[config.mk]
export PLATFORM = sky130hd
export DESIGN_NAME = joystick_deadzone_velocity
export DESIGN_NICKNAME = d
export VERILOG_FILES = /design/src/sv/jdv_pkg.sv /design/src/sv/joystick_deadzone_velocity.sv /design/src/sv/jdv_div.sv /design/src/sv/jdv_dpath.sv /design/src/sv/jdv_ctrl.sv
export SDC_FILE = /design/constraint.sdc
export NUM_CORES = 2
export LEC_CHECK = 0
export ABC_AREA = 1
export BUFFER_PORTS_ARGS = -buffer_cell sky130_fd_sc_hd__clkbuf_2
export CELL_PAD_IN_SITES_DETAIL_PLACEMENT = 1
export CELL_PAD_IN_SITES_GLOBAL_PLACEMENT = 1
export CORE_ASPECT_RATIO = 0.75
export CORE_UTILIZATION = 43
export CTS_CLUSTER_DIAMETER = 60
export CTS_CLUSTER_SIZE = 16
export DETAILED_ROUTE_END_ITERATION = 10
export PLACE_DENSITY = 0.83
export SLEW_MARGIN = 15
export SYNTH_ARGS = -nofsm -noshare
export SYNTH_HDL_FRONTEND = slang
export SYNTH_SLANG_ARGS = --single-unit
[constraint.sdc]
create_clock -name clock -period 5.9 [get_ports clock]
set_input_delay 0.59 -clock clock [delete_from_list [all_inputs] [get_ports clock]]
set_output_delay 0.59 -clock clock [all_outputs]
set_load 0.05 [all_outputs]
[src/sv/jdv_pkg.sv]
// jdv_pkg: shared widths, configuration, command and status types
// for the joystick deadzone velocity block; no dependencies
package jdv_pkg;

   // field and datapath widths
   localparam int MV_W    = 12;  // millivolt sample
   localparam int OFF_W   = 14;  // offset from rest, with room for the deadzone compare
   localparam int EFF_W   = 13;  // deflection beyond the deadzone
   localparam int GAIN_W  = 16;  // gain multiplier and divisor
   localparam int ACC_W   = 30;  // product plus carry, signed
   localparam int MAG_W   = 29;  // magnitude into the divider
   localparam int DELTA_W = 29;  // reported motion
   localparam int CARRY_W = 17;  // signed remainder carried between samples
   localparam int SUM_W   = 16;  // calibration sum

   // configuration registers as seen by the datapath
   typedef struct packed {
      logic [MV_W-1:0]   centre_level;
      logic [MV_W-1:0]   deadzone;
      logic [GAIN_W-1:0] gain_mul;
      logic [GAIN_W-1:0] gain_div;
      logic              flip_x;
      logic              flip_y;
      logic              exchange;
   } cfg_type;

   // datapath operations issued by the controller
   typedef enum logic [3:0] {
      OP_NONE,
      OP_LOAD,        // capture the sample pair
      OP_CAL_ACC,     // add the pair to the calibration sums
      OP_CAL_DIV,     // start dividing one calibration sum
      OP_CAL_STORE,   // store the mean as one axis rest level
      OP_OFFSET,      // offset from rest, deadzone test
      OP_MUL,         // deflection times gain
      OP_ACC,         // add carry, split sign and magnitude
      OP_DIV,         // start dividing by the gain divisor
      OP_AXIS_STORE,  // keep quotient and new carry
      OP_AXIS_ZERO,   // axis in deadzone: zero delta, clear carry
      OP_SHOW         // load the result register
   } op_type;

   typedef enum logic {
      AXIS_X,
      AXIS_Y
   } axis_type;

   typedef struct packed {
      op_type   op;
      axis_type axis;
   } cmd_type;

   typedef struct packed {
      logic cal_active;    // centre unset and calibration pairs still due
      logic samples_zero;  // calibration count has run out
      logic dead;          // last offset fell inside the deadzone
      logic div_busy;      // divider iterating
      logic nonzero;       // at least one delta is nonzero
   } stat_type;

endpackage

[src/sv/joystick_deadzone_velocity.sv]
// Joystick deadzone velocity mapper. Each input beat carries one X/Y pair of
// millivolt samples; each output beat carries the X/Y motion for that pair, and
// pairs whose motion is zero on both axes give no output beat. While
// centre_level is zero the first CAL_SAMPLES pairs only calibrate the rest
// levels and give no output. The radix-2 divider, one quotient bit per cycle
// over 29 bits, is shared in turn by the two axes and the calibration mean.
// A finished beat waits in the output register while the next pair is taken
// in. Registers (32-bit APB, byte address 4*i): 0 centre_level, 1 deadzone,
// 2 gain_multiplier, 3 gain_divisor (0 acts as 1), 4 flip_x, 5 flip_y,
// 6 exchange_axes. Write configuration only while no pair is in flight.
module joystick_deadzone_velocity #(
   parameter int CAL_SAMPLES = 16
) (
   input  logic                                clock,
   input  logic                                reset,
   // sample channel
   input  logic                                req_valid,
   output logic                                req_ready,
   input  logic [jdv_pkg::MV_W-1:0]            req_x_mv,
   input  logic [jdv_pkg::MV_W-1:0]            req_y_mv,
   // motion channel
   output logic                                rsp_valid,
   input  logic                                rsp_ready,
   output logic signed [jdv_pkg::DELTA_W-1:0]  rsp_dx,
   output logic signed [jdv_pkg::DELTA_W-1:0]  rsp_dy,
   // register port
   input  logic                                csr_psel,
   input  logic                                csr_penable,
   input  logic                                csr_pwrite,
   input  logic [4:0]                          csr_paddr,
   input  logic [31:0]                         csr_pwdata,
   output logic [31:0]                         csr_prdata,
   output logic                                csr_pready
);

   localparam logic [2:0] RegCentre   = 3'd0;
   localparam logic [2:0] RegDeadzone = 3'd1;
   localparam logic [2:0] RegGainMul  = 3'd2;
   localparam logic [2:0] RegGainDiv  = 3'd3;
   localparam logic [2:0] RegFlipX    = 3'd4;
   localparam logic [2:0] RegFlipY    = 3'd5;
   localparam logic [2:0] RegExchange = 3'd6;

   localparam int MvW   = jdv_pkg::MV_W;
   localparam int GainW = jdv_pkg::GAIN_W;

   jdv_pkg::cfg_type   cfg_ff, cfg_in;
   jdv_pkg::cmd_type   cmd;
   jdv_pkg::stat_type  stat;
   logic               wr_en;
   logic [2:0]         reg_index;

   assign csr_pready = 1'b1;
   assign wr_en      = csr_psel && csr_penable && csr_pwrite;
   assign reg_index  = csr_paddr[4:2];

   // register writes
   always_comb begin
      cfg_in = cfg_ff;
      if (wr_en) begin
         case (reg_index)
            RegCentre:   cfg_in.centre_level = csr_pwdata[MvW-1:0];
            RegDeadzone: cfg_in.deadzone     = csr_pwdata[MvW-1:0];
            RegGainMul:  cfg_in.gain_mul     = csr_pwdata[GainW-1:0];
            RegGainDiv:  cfg_in.gain_div     = csr_pwdata[GainW-1:0];
            RegFlipX:    cfg_in.flip_x       = csr_pwdata[0];
            RegFlipY:    cfg_in.flip_y       = csr_pwdata[0];
            RegExchange: cfg_in.exchange     = csr_pwdata[0];
            default: begin
            end
         endcase
      end
   end

   always_ff @(posedge clock) begin
      if (reset) begin
         cfg_ff.centre_level <= '0;
         cfg_ff.deadzone     <= '0;
         cfg_ff.gain_mul     <= GainW'(1);
         cfg_ff.gain_div     <= GainW'(1);
         cfg_ff.flip_x       <= 1'b0;
         cfg_ff.flip_y       <= 1'b0;
         cfg_ff.exchange     <= 1'b0;
      end else begin
         cfg_ff <= cfg_in;
      end
   end

   // register readback
   always_comb begin
      csr_prdata = '0;
      case (reg_index)
         RegCentre:   csr_prdata = 32'(cfg_ff.centre_level);
         RegDeadzone: csr_prdata = 32'(cfg_ff.deadzone);
         RegGainMul:  csr_prdata = 32'(cfg_ff.gain_mul);
         RegGainDiv:  csr_prdata = 32'(cfg_ff.gain_div);
         RegFlipX:    csr_prdata = 32'(cfg_ff.flip_x);
         RegFlipY:    csr_prdata = 32'(cfg_ff.flip_y);
         RegExchange: csr_prdata = 32'(cfg_ff.exchange);
         default:     csr_prdata = '0;
      endcase
   end

   jdv_ctrl u_ctrl (
      .clock     (clock),
      .reset     (reset),
      .req_valid (req_valid),
      .req_ready (req_ready),
      .rsp_valid (rsp_valid),
      .rsp_ready (rsp_ready),
      .stat      (stat),
      .cmd       (cmd)
   );

   jdv_dpath #(
      .CAL_SAMPLES (CAL_SAMPLES)
   ) u_dpath (
      .clock    (clock),
      .reset    (reset),
      .cfg      (cfg_ff),
      .cmd      (cmd),
      .stat     (stat),
      .req_x_mv (req_x_mv),
      .req_y_mv (req_y_mv),
      .rsp_dx   (rsp_dx),
      .rsp_dy   (rsp_dy)
   );

endmodule

[src/sv/jdv_div.sv]
// jdv_div: radix-2 restoring divider, one quotient bit per cycle
// uses jdv_pkg for widths
module jdv_div (
   input  logic                          clock,
   input  logic                          reset,
   input  logic                          start,
   input  logic [jdv_pkg::MAG_W-1:0]     dividend,
   input  logic [jdv_pkg::GAIN_W-1:0]    divisor,
   output logic                          busy,
   output logic [jdv_pkg::MAG_W-1:0]     quotient,
   output logic [jdv_pkg::GAIN_W-1:0]    remainder
);

   localparam int MagW  = jdv_pkg::MAG_W;
   localparam int GainW = jdv_pkg::GAIN_W;
   localparam int CntW  = $clog2(MagW);

   logic             busy_ff, busy_in;
   logic [CntW-1:0]  cnt_ff, cnt_in;
   logic [MagW-1:0]  quo_ff, quo_in;
   logic [GainW-1:0] rem_ff, rem_in;
   logic [GainW-1:0] dvs_ff, dvs_in;
   logic [GainW:0]   shifted;
   logic [GainW:0]   trial;

   // one shift and trial subtract per cycle
   always_comb begin
      shifted = {rem_ff, quo_ff[MagW-1]};
      trial   = shifted - {1'b0, dvs_ff};
      busy_in = busy_ff;
      cnt_in  = cnt_ff;
      quo_in  = quo_ff;
      rem_in  = rem_ff;
      dvs_in  = dvs_ff;
      if (start) begin
         busy_in = 1'b1;
         cnt_in  = CntW'(MagW - 1);
         quo_in  = dividend;
         rem_in  = '0;
         dvs_in  = divisor;
      end else if (busy_ff) begin
         if (shifted >= {1'b0, dvs_ff}) begin
            rem_in = trial[GainW-1:0];
            quo_in = {quo_ff[MagW-2:0], 1'b1};
         end else begin
            rem_in = shifted[GainW-1:0];
            quo_in = {quo_ff[MagW-2:0], 1'b0};
         end
         if (cnt_ff == '0) begin
            busy_in = 1'b0;
         end else begin
            cnt_in = cnt_ff - 1'b1;
         end
      end
   end

   always_ff @(posedge clock) begin
      if (reset) begin
         busy_ff <= 1'b0;
      end else begin
         busy_ff <= busy_in;
      end
   end

   // operand and iteration registers
   always_ff @(posedge clock) begin
      cnt_ff <= cnt_in;
      quo_ff <= quo_in;
      rem_ff <= rem_in;
      dvs_ff <= dvs_in;
   end

   assign busy      = busy_ff;
   assign quotient  = quo_ff;
   assign remainder = rem_ff;

endmodule

[src/sv/jdv_dpath.sv]
// jdv_dpath: sample, calibration, deadzone, gain and carry datapath
// uses jdv_pkg types and instantiates jdv_div
module jdv_dpath #(
   parameter int CAL_SAMPLES = 16
) (
   input  logic                                clock,
   input  logic                                reset,
   input  jdv_pkg::cfg_type                    cfg,
   input  jdv_pkg::cmd_type                    cmd,
   output jdv_pkg::stat_type                   stat,
   input  logic [jdv_pkg::MV_W-1:0]            req_x_mv,
   input  logic [jdv_pkg::MV_W-1:0]            req_y_mv,
   output logic signed [jdv_pkg::DELTA_W-1:0]  rsp_dx,
   output logic signed [jdv_pkg::DELTA_W-1:0]  rsp_dy
);

   localparam int MvW    = jdv_pkg::MV_W;
   localparam int OffW   = jdv_pkg::OFF_W;
   localparam int EffW   = jdv_pkg::EFF_W;
   localparam int GainW  = jdv_pkg::GAIN_W;
   localparam int AccW   = jdv_pkg::ACC_W;
   localparam int MagW   = jdv_pkg::MAG_W;
   localparam int DeltaW = jdv_pkg::DELTA_W;
   localparam int CarryW = jdv_pkg::CARRY_W;
   localparam int SumW   = jdv_pkg::SUM_W;
   localparam int CntW   = $clog2(CAL_SAMPLES + 1);

   // persistent state
   logic [MvW-1:0]            rest_x_ff, rest_x_in, rest_y_ff, rest_y_in;
   logic signed [CarryW-1:0]  carry_x_ff, carry_x_in, carry_y_ff, carry_y_in;
   logic [CntW-1:0]           samples_ff, samples_in;
   logic [SumW-1:0]           sum_x_ff, sum_x_in, sum_y_ff, sum_y_in;

   // per-item working registers
   logic [MvW-1:0]            xm_ff, xm_in, ym_ff, ym_in;
   logic signed [EffW-1:0]    eff_ff, eff_in;
   logic                      dead_ff, dead_in;
   logic signed [AccW-1:0]    prod_ff, prod_in;
   logic                      sign_ff, sign_in;
   logic [MagW-1:0]           mag_ff, mag_in;
   logic signed [DeltaW-1:0]  qx_ff, qx_in, qy_ff, qy_in;
   logic signed [DeltaW-1:0]  dx_ff, dx_in, dy_ff, dy_in;

   // combinational terms
   logic                      on_y;
   logic [MvW-1:0]            mv_sel, rest_sel;
   logic signed [CarryW-1:0]  carry_sel;
   logic [SumW-1:0]           sum_sel;
   logic signed [OffW-1:0]    off, dzs, diff_hi, diff_lo;
   logic                      above, below;
   logic signed [AccW-1:0]    eff_ext, gain_ext, prod_w, carry_ext, acc_w, acc_neg;
   logic                      div_start, cal_div;
   logic [MagW-1:0]           dividend;
   logic [GainW-1:0]          divisor, gain_div_eff;
   logic                      div_busy;
   logic [MagW-1:0]           quot, quot_neg;
   logic [GainW-1:0]          rem;
   logic [CarryW-1:0]         rem_ext, rem_neg;
   logic signed [DeltaW-1:0]  sx, sy;
   logic [DeltaW-1:0]         sx_neg, sy_neg;

   // axis selection and offset from rest
   always_comb begin
      on_y      = (cmd.axis == jdv_pkg::AXIS_Y);
      mv_sel    = on_y ? ym_ff : xm_ff;
      carry_sel = on_y ? carry_y_ff : carry_x_ff;
      sum_sel   = on_y ? sum_y_ff : sum_x_ff;
      if (cfg.centre_level != '0) begin
         rest_sel = cfg.centre_level;
      end else begin
         rest_sel = on_y ? rest_y_ff : rest_x_ff;
      end
      off     = $signed({2'b00, mv_sel}) - $signed({2'b00, rest_sel});
      dzs     = $signed({2'b00, cfg.deadzone});
      diff_hi = off - dzs;
      diff_lo = off + dzs;
      above   = (off > dzs);
      below   = (off < -dzs);
   end

   // gain product and carry add, magnitude for the divider
   always_comb begin
      eff_ext   = AccW'(eff_ff);
      gain_ext  = $signed({{(AccW - GainW){1'b0}}, cfg.gain_mul});
      prod_w    = eff_ext * gain_ext;
      carry_ext = AccW'(carry_sel);
      acc_w     = prod_ff + carry_ext;
      acc_neg   = -acc_w;
   end

   // shared divider: calibration mean or gain division
   assign cal_div      = (cmd.op == jdv_pkg::OP_CAL_DIV);
   assign div_start    = cal_div || (cmd.op == jdv_pkg::OP_DIV);
   assign gain_div_eff = (cfg.gain_div == '0) ? GainW'(1) : cfg.gain_div;
   assign dividend     = cal_div ? MagW'(sum_sel) : mag_ff;
   assign divisor      = cal_div ? GainW'(CAL_SAMPLES) : gain_div_eff;

   jdv_div u_div (
      .clock     (clock),
      .reset     (reset),
      .start     (div_start),
      .dividend  (dividend),
      .divisor   (divisor),
      .busy      (div_busy),
      .quotient  (quot),
      .remainder (rem)
   );

   // signed quotient and carry, swap and flip
   always_comb begin
      quot_neg = -quot;
      rem_ext  = {1'b0, rem};
      rem_neg  = -rem_ext;
      sx       = cfg.exchange ? qy_ff : qx_ff;
      sy       = cfg.exchange ? qx_ff : qy_ff;
      sx_neg   = -sx;
      sy_neg   = -sy;
   end

   // operation decode
   always_comb begin
      rest_x_in  = rest_x_ff;
      rest_y_in  = rest_y_ff;
      carry_x_in = carry_x_ff;
      carry_y_in = carry_y_ff;
      samples_in = samples_ff;
      sum_x_in   = sum_x_ff;
      sum_y_in   = sum_y_ff;
      xm_in      = xm_ff;
      ym_in      = ym_ff;
      eff_in     = eff_ff;
      dead_in    = dead_ff;
      prod_in    = prod_ff;
      sign_in    = sign_ff;
      mag_in     = mag_ff;
      qx_in      = qx_ff;
      qy_in      = qy_ff;
      dx_in      = dx_ff;
      dy_in      = dy_ff;
      case (cmd.op)
         jdv_pkg::OP_LOAD: begin
            xm_in = req_x_mv;
            ym_in = req_y_mv;
         end
         jdv_pkg::OP_CAL_ACC: begin
            sum_x_in   = sum_x_ff + SumW'(xm_ff);
            sum_y_in   = sum_y_ff + SumW'(ym_ff);
            samples_in = samples_ff - 1'b1;
         end
         jdv_pkg::OP_CAL_STORE: begin
            if (on_y) begin
               rest_y_in = quot[MvW-1:0];
            end else begin
               rest_x_in = quot[MvW-1:0];
            end
         end
         jdv_pkg::OP_OFFSET: begin
            eff_in  = above ? diff_hi[EffW-1:0] : diff_lo[EffW-1:0];
            dead_in = !above && !below;
         end
         jdv_pkg::OP_MUL: begin
            prod_in = prod_w;
         end
         jdv_pkg::OP_ACC: begin
            sign_in = acc_w[AccW-1];
            mag_in  = acc_w[AccW-1] ? acc_neg[MagW-1:0] : acc_w[MagW-1:0];
         end
         jdv_pkg::OP_AXIS_STORE: begin
            if (on_y) begin
               qy_in      = sign_ff ? quot_neg : quot;
               carry_y_in = sign_ff ? rem_neg : rem_ext;
            end else begin
               qx_in      = sign_ff ? quot_neg : quot;
               carry_x_in = sign_ff ? rem_neg : rem_ext;
            end
         end
         jdv_pkg::OP_AXIS_ZERO: begin
            if (on_y) begin
               qy_in      = '0;
               carry_y_in = '0;
            end else begin
               qx_in      = '0;
               carry_x_in = '0;
            end
         end
         jdv_pkg::OP_SHOW: begin
            dx_in = cfg.flip_x ? sx_neg : sx;
            dy_in = cfg.flip_y ? sy_neg : sy;
         end
         default: begin
         end
      endcase
   end

   // state that reset puts back to the uncalibrated start
   always_ff @(posedge clock) begin
      if (reset) begin
         rest_x_ff  <= '0;
         rest_y_ff  <= '0;
         carry_x_ff <= '0;
         carry_y_ff <= '0;
         samples_ff <= CntW'(CAL_SAMPLES);
         sum_x_ff   <= '0;
         sum_y_ff   <= '0;
      end else begin
         rest_x_ff  <= rest_x_in;
         rest_y_ff  <= rest_y_in;
         carry_x_ff <= carry_x_in;
         carry_y_ff <= carry_y_in;
         samples_ff <= samples_in;
         sum_x_ff   <= sum_x_in;
         sum_y_ff   <= sum_y_in;
      end
   end

   // working and result registers
   always_ff @(posedge clock) begin
      xm_ff   <= xm_in;
      ym_ff   <= ym_in;
      eff_ff  <= eff_in;
      dead_ff <= dead_in;
      prod_ff <= prod_in;
      sign_ff <= sign_in;
      mag_ff  <= mag_in;
      qx_ff   <= qx_in;
      qy_ff   <= qy_in;
      dx_ff   <= dx_in;
      dy_ff   <= dy_in;
   end

   // status to the controller
   always_comb begin
      stat.cal_active   = (cfg.centre_level == '0) && (samples_ff != '0);
      stat.samples_zero = (samples_ff == '0);
      stat.dead         = dead_ff;
      stat.div_busy     = div_busy;
      stat.nonzero      = (qx_ff != '0) || (qy_ff != '0);
   end

   assign rsp_dx = dx_ff;
   assign rsp_dy = dy_ff;

endmodule

[src/sv/jdv_ctrl.sv]
// jdv_ctrl: sequencer for calibration and the two axis computations,
// owns the input and result handshakes; uses jdv_pkg command and status types
module jdv_ctrl (
   input  logic               clock,
   input  logic               reset,
   input  logic               req_valid,
   output logic               req_ready,
   output logic               rsp_valid,
   input  logic               rsp_ready,
   input  jdv_pkg::stat_type  stat,
   output jdv_pkg::cmd_type   cmd
);

   typedef enum logic [3:0] {
      ST_IDLE,
      ST_CHECK,
      ST_CAL_CHK,
      ST_CAL_DIV,
      ST_CAL_WAIT,
      ST_OFFSET,
      ST_MUL,
      ST_ACC,
      ST_DIV,
      ST_WAIT,
      ST_FINISH
   } state_type;

   state_type          state_ff, state_in;
   jdv_pkg::axis_type  axis_ff, axis_in;
   logic               rsp_valid_ff, rsp_valid_in;
   logic               show;

   // next state and command decode
   always_comb begin
      state_in = state_ff;
      axis_in  = axis_ff;
      show     = 1'b0;
      cmd.op   = jdv_pkg::OP_NONE;
      cmd.axis = axis_ff;
      case (state_ff)
         ST_IDLE: begin
            if (req_valid) begin
               cmd.op   = jdv_pkg::OP_LOAD;
               axis_in  = jdv_pkg::AXIS_X;
               state_in = ST_CHECK;
            end
         end
         ST_CHECK: begin
            if (stat.cal_active) begin
               cmd.op   = jdv_pkg::OP_CAL_ACC;
               state_in = ST_CAL_CHK;
            end else begin
               state_in = ST_OFFSET;
            end
         end
         ST_CAL_CHK: begin
            state_in = stat.samples_zero ? ST_CAL_DIV : ST_IDLE;
         end
         ST_CAL_DIV: begin
            cmd.op   = jdv_pkg::OP_CAL_DIV;
            state_in = ST_CAL_WAIT;
         end
         ST_CAL_WAIT: begin
            if (!stat.div_busy) begin
               cmd.op = jdv_pkg::OP_CAL_STORE;
               if (axis_ff == jdv_pkg::AXIS_X) begin
                  axis_in  = jdv_pkg::AXIS_Y;
                  state_in = ST_CAL_DIV;
               end else begin
                  state_in = ST_IDLE;
               end
            end
         end
         ST_OFFSET: begin
            cmd.op   = jdv_pkg::OP_OFFSET;
            state_in = ST_MUL;
         end
         ST_MUL: begin
            if (stat.dead) begin
               cmd.op = jdv_pkg::OP_AXIS_ZERO;
               if (axis_ff == jdv_pkg::AXIS_X) begin
                  axis_in  = jdv_pkg::AXIS_Y;
                  state_in = ST_OFFSET;
               end else begin
                  state_in = ST_FINISH;
               end
            end else begin
               cmd.op   = jdv_pkg::OP_MUL;
               state_in = ST_ACC;
            end
         end
         ST_ACC: begin
            cmd.op   = jdv_pkg::OP_ACC;
            state_in = ST_DIV;
         end
         ST_DIV: begin
            cmd.op   = jdv_pkg::OP_DIV;
            state_in = ST_WAIT;
         end
         ST_WAIT: begin
            if (!stat.div_busy) begin
               cmd.op = jdv_pkg::OP_AXIS_STORE;
               if (axis_ff == jdv_pkg::AXIS_X) begin
                  axis_in  = jdv_pkg::AXIS_Y;
                  state_in = ST_OFFSET;
               end else begin
                  state_in = ST_FINISH;
               end
            end
         end
         ST_FINISH: begin
            // both deltas zero: drop the beat
            if (!stat.nonzero) begin
               state_in = ST_IDLE;
            end else if (!rsp_valid_ff || rsp_ready) begin
               cmd.op   = jdv_pkg::OP_SHOW;
               show     = 1'b1;
               state_in = ST_IDLE;
            end
         end
         default: begin
            state_in = ST_IDLE;
         end
      endcase
      rsp_valid_in = show || (rsp_valid_ff && !rsp_ready);
   end

   // state and registered outputs
   always_ff @(posedge clock) begin
      if (reset) begin
         state_ff     <= ST_IDLE;
         axis_ff      <= jdv_pkg::AXIS_X;
         rsp_valid_ff <= 1'b0;
      end else begin
         state_ff     <= state_in;
         axis_ff      <= axis_in;
         rsp_valid_ff <= rsp_valid_in;
      end
   end

   assign req_ready = (state_ff == ST_IDLE);
   assign rsp_valid = rsp_valid_ff;

endmodule
==> run metrics <==
type of the worst setup path flop to flop; Slew HR 29.7%; Min Hold Slack 0.166 ns; PortBufs 125; Top Family by Delay on Critical Path adder cells; Crit path top cell by count fa_1; total number of vias 29552; gr usage total 25.5%; remaining global-route overflow 0; number of global-route vias before repair 30176; Synth warnings 0; Layout Utilization 47.7%; arrival time at the worst endpoint 5.95 ns; first-pass GRT wire length 162000 um; wire per inst 18.8 um; initial antenna violation count 5; Final Routed Wirelength 104000 um; row count 88; CP max FO 7; drt initial violations 2138; Die Wd 326 um; first-pass iteration count of the detailed router 5; Max-Cap Viols 0; H-Tree Depth 2; WP data required 6.21 ns; Clk pin slew, worst setup/hold paths 0.08 ns; period utilisation layout 95.6%; Power Dens Cells 240 mW/mm^2; clk root buf clkbuf_16; DIE AREA 0.0800 mm^2; min setup slack post-route 0.259 ns; layout cells sized above 1 7.72%; fillers 9613; RSZ-0062 raised after global routing yes; Post-synth EDFFs 259; Worst Max-Slew Pin Slew 1.05 ns; Initial Util 43.8%; Placement Cell Area 0.0357 mm^2; fmax 0.177 GHz; status finished, final reports clean; Post-Syn Area per Cell 7.76 um^2; Mapped Cells 4366; IO Pins 161; detailed placement HPWL 83400 um; fraction of registers with async set/reset 0%; die span in y 245 um; slowest stage cell, crit path fa_1; GP Congestion 0.927; Hold Crit Class input pin to flop; CP Buf/Inv Count 4; clock sinks 441; clock buffer depth 3; total CTS buffers 36; Clock Skew 0.0346 ns; Worst setup SP type flop; ys flop type edfxtp_1; post-synthesis cell area 0.0339 mm^2; Residual DRC 0; post-synthesis sequential area ratio 33.7%; critical path's largest stage delay 0.57 ns; Seq cells post-synth 441; CTS tree done; drt via density 5.35; post-layout min period 5.64 ns; CP Cell Sequence nand2_1, inv_1, fa_1, inv_1, fa_1, inv_1, fa_1, fa_1, fa_1, fa_1, ha_2, nand2_1, nor2_2, a21oi_1, o311ai_0, buf_4, a21oi_1, xor2_1; antenna-violating nets left 0; Slew Limit Fails 0; worst skew pair latency 0.59 ns; Final setup viols 0; area grow syn2layout 8.92%; Worst VDD drop 0.169 mV; Cell variety after synth 61; fin area 0.0369 mm^2; Pleak 17.4 nW; Final Hold Fails 0; CP Capture Type flop; setup slack at placement 0.0631 ns; largest net degree at the start of global routing 94; Nets 4914; core box area 0.0774 mm^2
## layer usage
layer / global-route usage (%) / up-vias / part of all wire (%)
met3: 3.76 / 145 / 6.0
met4: 8.33 / 2 / 2.9
met1: 35.1 / 14448 / 46
met5: 0 / - / 0.013
met2: 41.3 / 756 / 45
li1: - / 14201 / -
## worst paths after layout
path                            slack, ns                  from  cells after the start              endpoint
worst max-delay path                 0.26     u_dpath.eff_ff[3]                     18   u_dpath.prod_ff[26]
worst min-delay path                 0.17           req_y_mv[1]                      1      u_dpath.ym_ff[1]
worst max register to register       0.26     u_dpath.eff_ff[3]                     18   u_dpath.prod_ff[26]
worst min register to register       0.45  u_dpath.rest_x_ff[1]                      2  u_dpath.rest_x_ff[1]
## state kept, by name, indices dropped and copies added, names as in the netlist, 4 cells and up
name,count
u_dpath.carry_y_ff,17
u_dpath.rest_x_ff,12
u_dpath.sum_x_ff,16
u_dpath.samples_ff,5
u_dpath.mag_ff,29
u_dpath.rsp_dx,29
u_dpath.qy_ff,29
u_dpath.u_div.cnt_ff,5
u_ctrl.state_ff,4
u_dpath.carry_x_ff,17
u_dpath.rest_y_ff,12
u_dpath.u_div.dvs_ff,16
cfg_ff,59
u_dpath.qx_ff,29
u_dpath.u_div.remainder,16
u_dpath.sum_y_ff,16
u_dpath.ym_ff,12
u_dpath.eff_ff,13
u_dpath.xm_ff,12
u_dpath.u_div.quotient,29
u_dpath.prod_ff,30
u_dpath.rsp_dy,29
## timing repair
| action | 4_1_cts | 5_1_grt |
|---|---|---|
| pin swaps | 0 | 0 |
| resized for setup | 0 | 15 |
| setup buffers | 2 | 7 |
| hold buffers | 0 | 0 |
| endpoints found under the setup margin | 1 | 7 |
## area by class of cell
| class | count | area [um^2] | area share, % |
|---|---|---|---|
| antenna | 3 | 7.51 | 0.0203 |
| clock buffer | 59 | 1060 | 2.87 |
| clock inverter | 7 | 77.6 | 0.210 |
| inverter | 732 | 2750 | 7.45 |
| multi-input combinational | 3038 | 19100 | 51.6 |
| sequential | 441 | 11400 | 30.9 |
| tap | 1035 | 1290 | 3.51 |
| timing repair buffer | 207 | 1240 | 3.36 |
## cell usage in the layout (no fill, tap or decap), drive strengths merged, types with 12 or more instances in the layout
cell type / n
nand2: 1030
inv: 729
nor2: 363
o21ai: 322
a21oi: 264
edfxtp: 259
ha: 229
clkbuf: 184
dfxtp: 182
nand3: 174
fa: 161
xor2: 124
buf: 82
xnor2: 75
nand4: 52
nor3: 46
o211ai: 26
nor4: 20
conb: 17
a31oi: 15
a211oi: 13
a21o: 12
## where the power goes
group | switching [mW] | total [mW] | internal [mW] | leakage, nW
Sequential | 0.180 | 3.64 | 3.46 | 3.83
Clock | 1.20 | 2.46 | 1.26 | 0.545
Combinational | 1.84 | 2.76 | 0.930 | 13.0
## cells by family after synthesis
logic type	after synthesis	share of synthesized area, %
and+or+nand+nor	1705	20.8
DFF	441	33.7
buffers and inverters	902	10.4
AOI/OAI and AO/OA	726	11.9
xor gates and xnor gates	199	5.16
muxes	1	0.0295
other	2	0.0222
adders and majority gates	390	18.0
## cell usage after synthesis (121+ instances only)
cell / number / share of area (%)
edfxtp_1: 259 / 23
nand2_1: 1013 / 11
clkbuf_1: 121 / 1.3
nor2_1: 347 / 3.8
fa_1: 161 / 9.5
nand3_1: 169 / 2.5
xor2_1: 123 / 3.2
a21oi_1: 261 / 3.9
inv_1: 723 / 8.0
ha_1: 229 / 8.5
o21ai_0: 295 / 4.4
dfxtp_1: 182 / 11
## per-stage QoR
step	instances	total power, mW	setup TNS [ns]
after global placement	5444	6.29	0
after global routing	5522	9.32	-0.0156
after CTS	5512	8.87	0
after detailed placement	5444	6.41	0
final	5522	8.86	0
after floorplan	4381	5.60	0
Note: power is estimated with default switching activity, not from simulation.
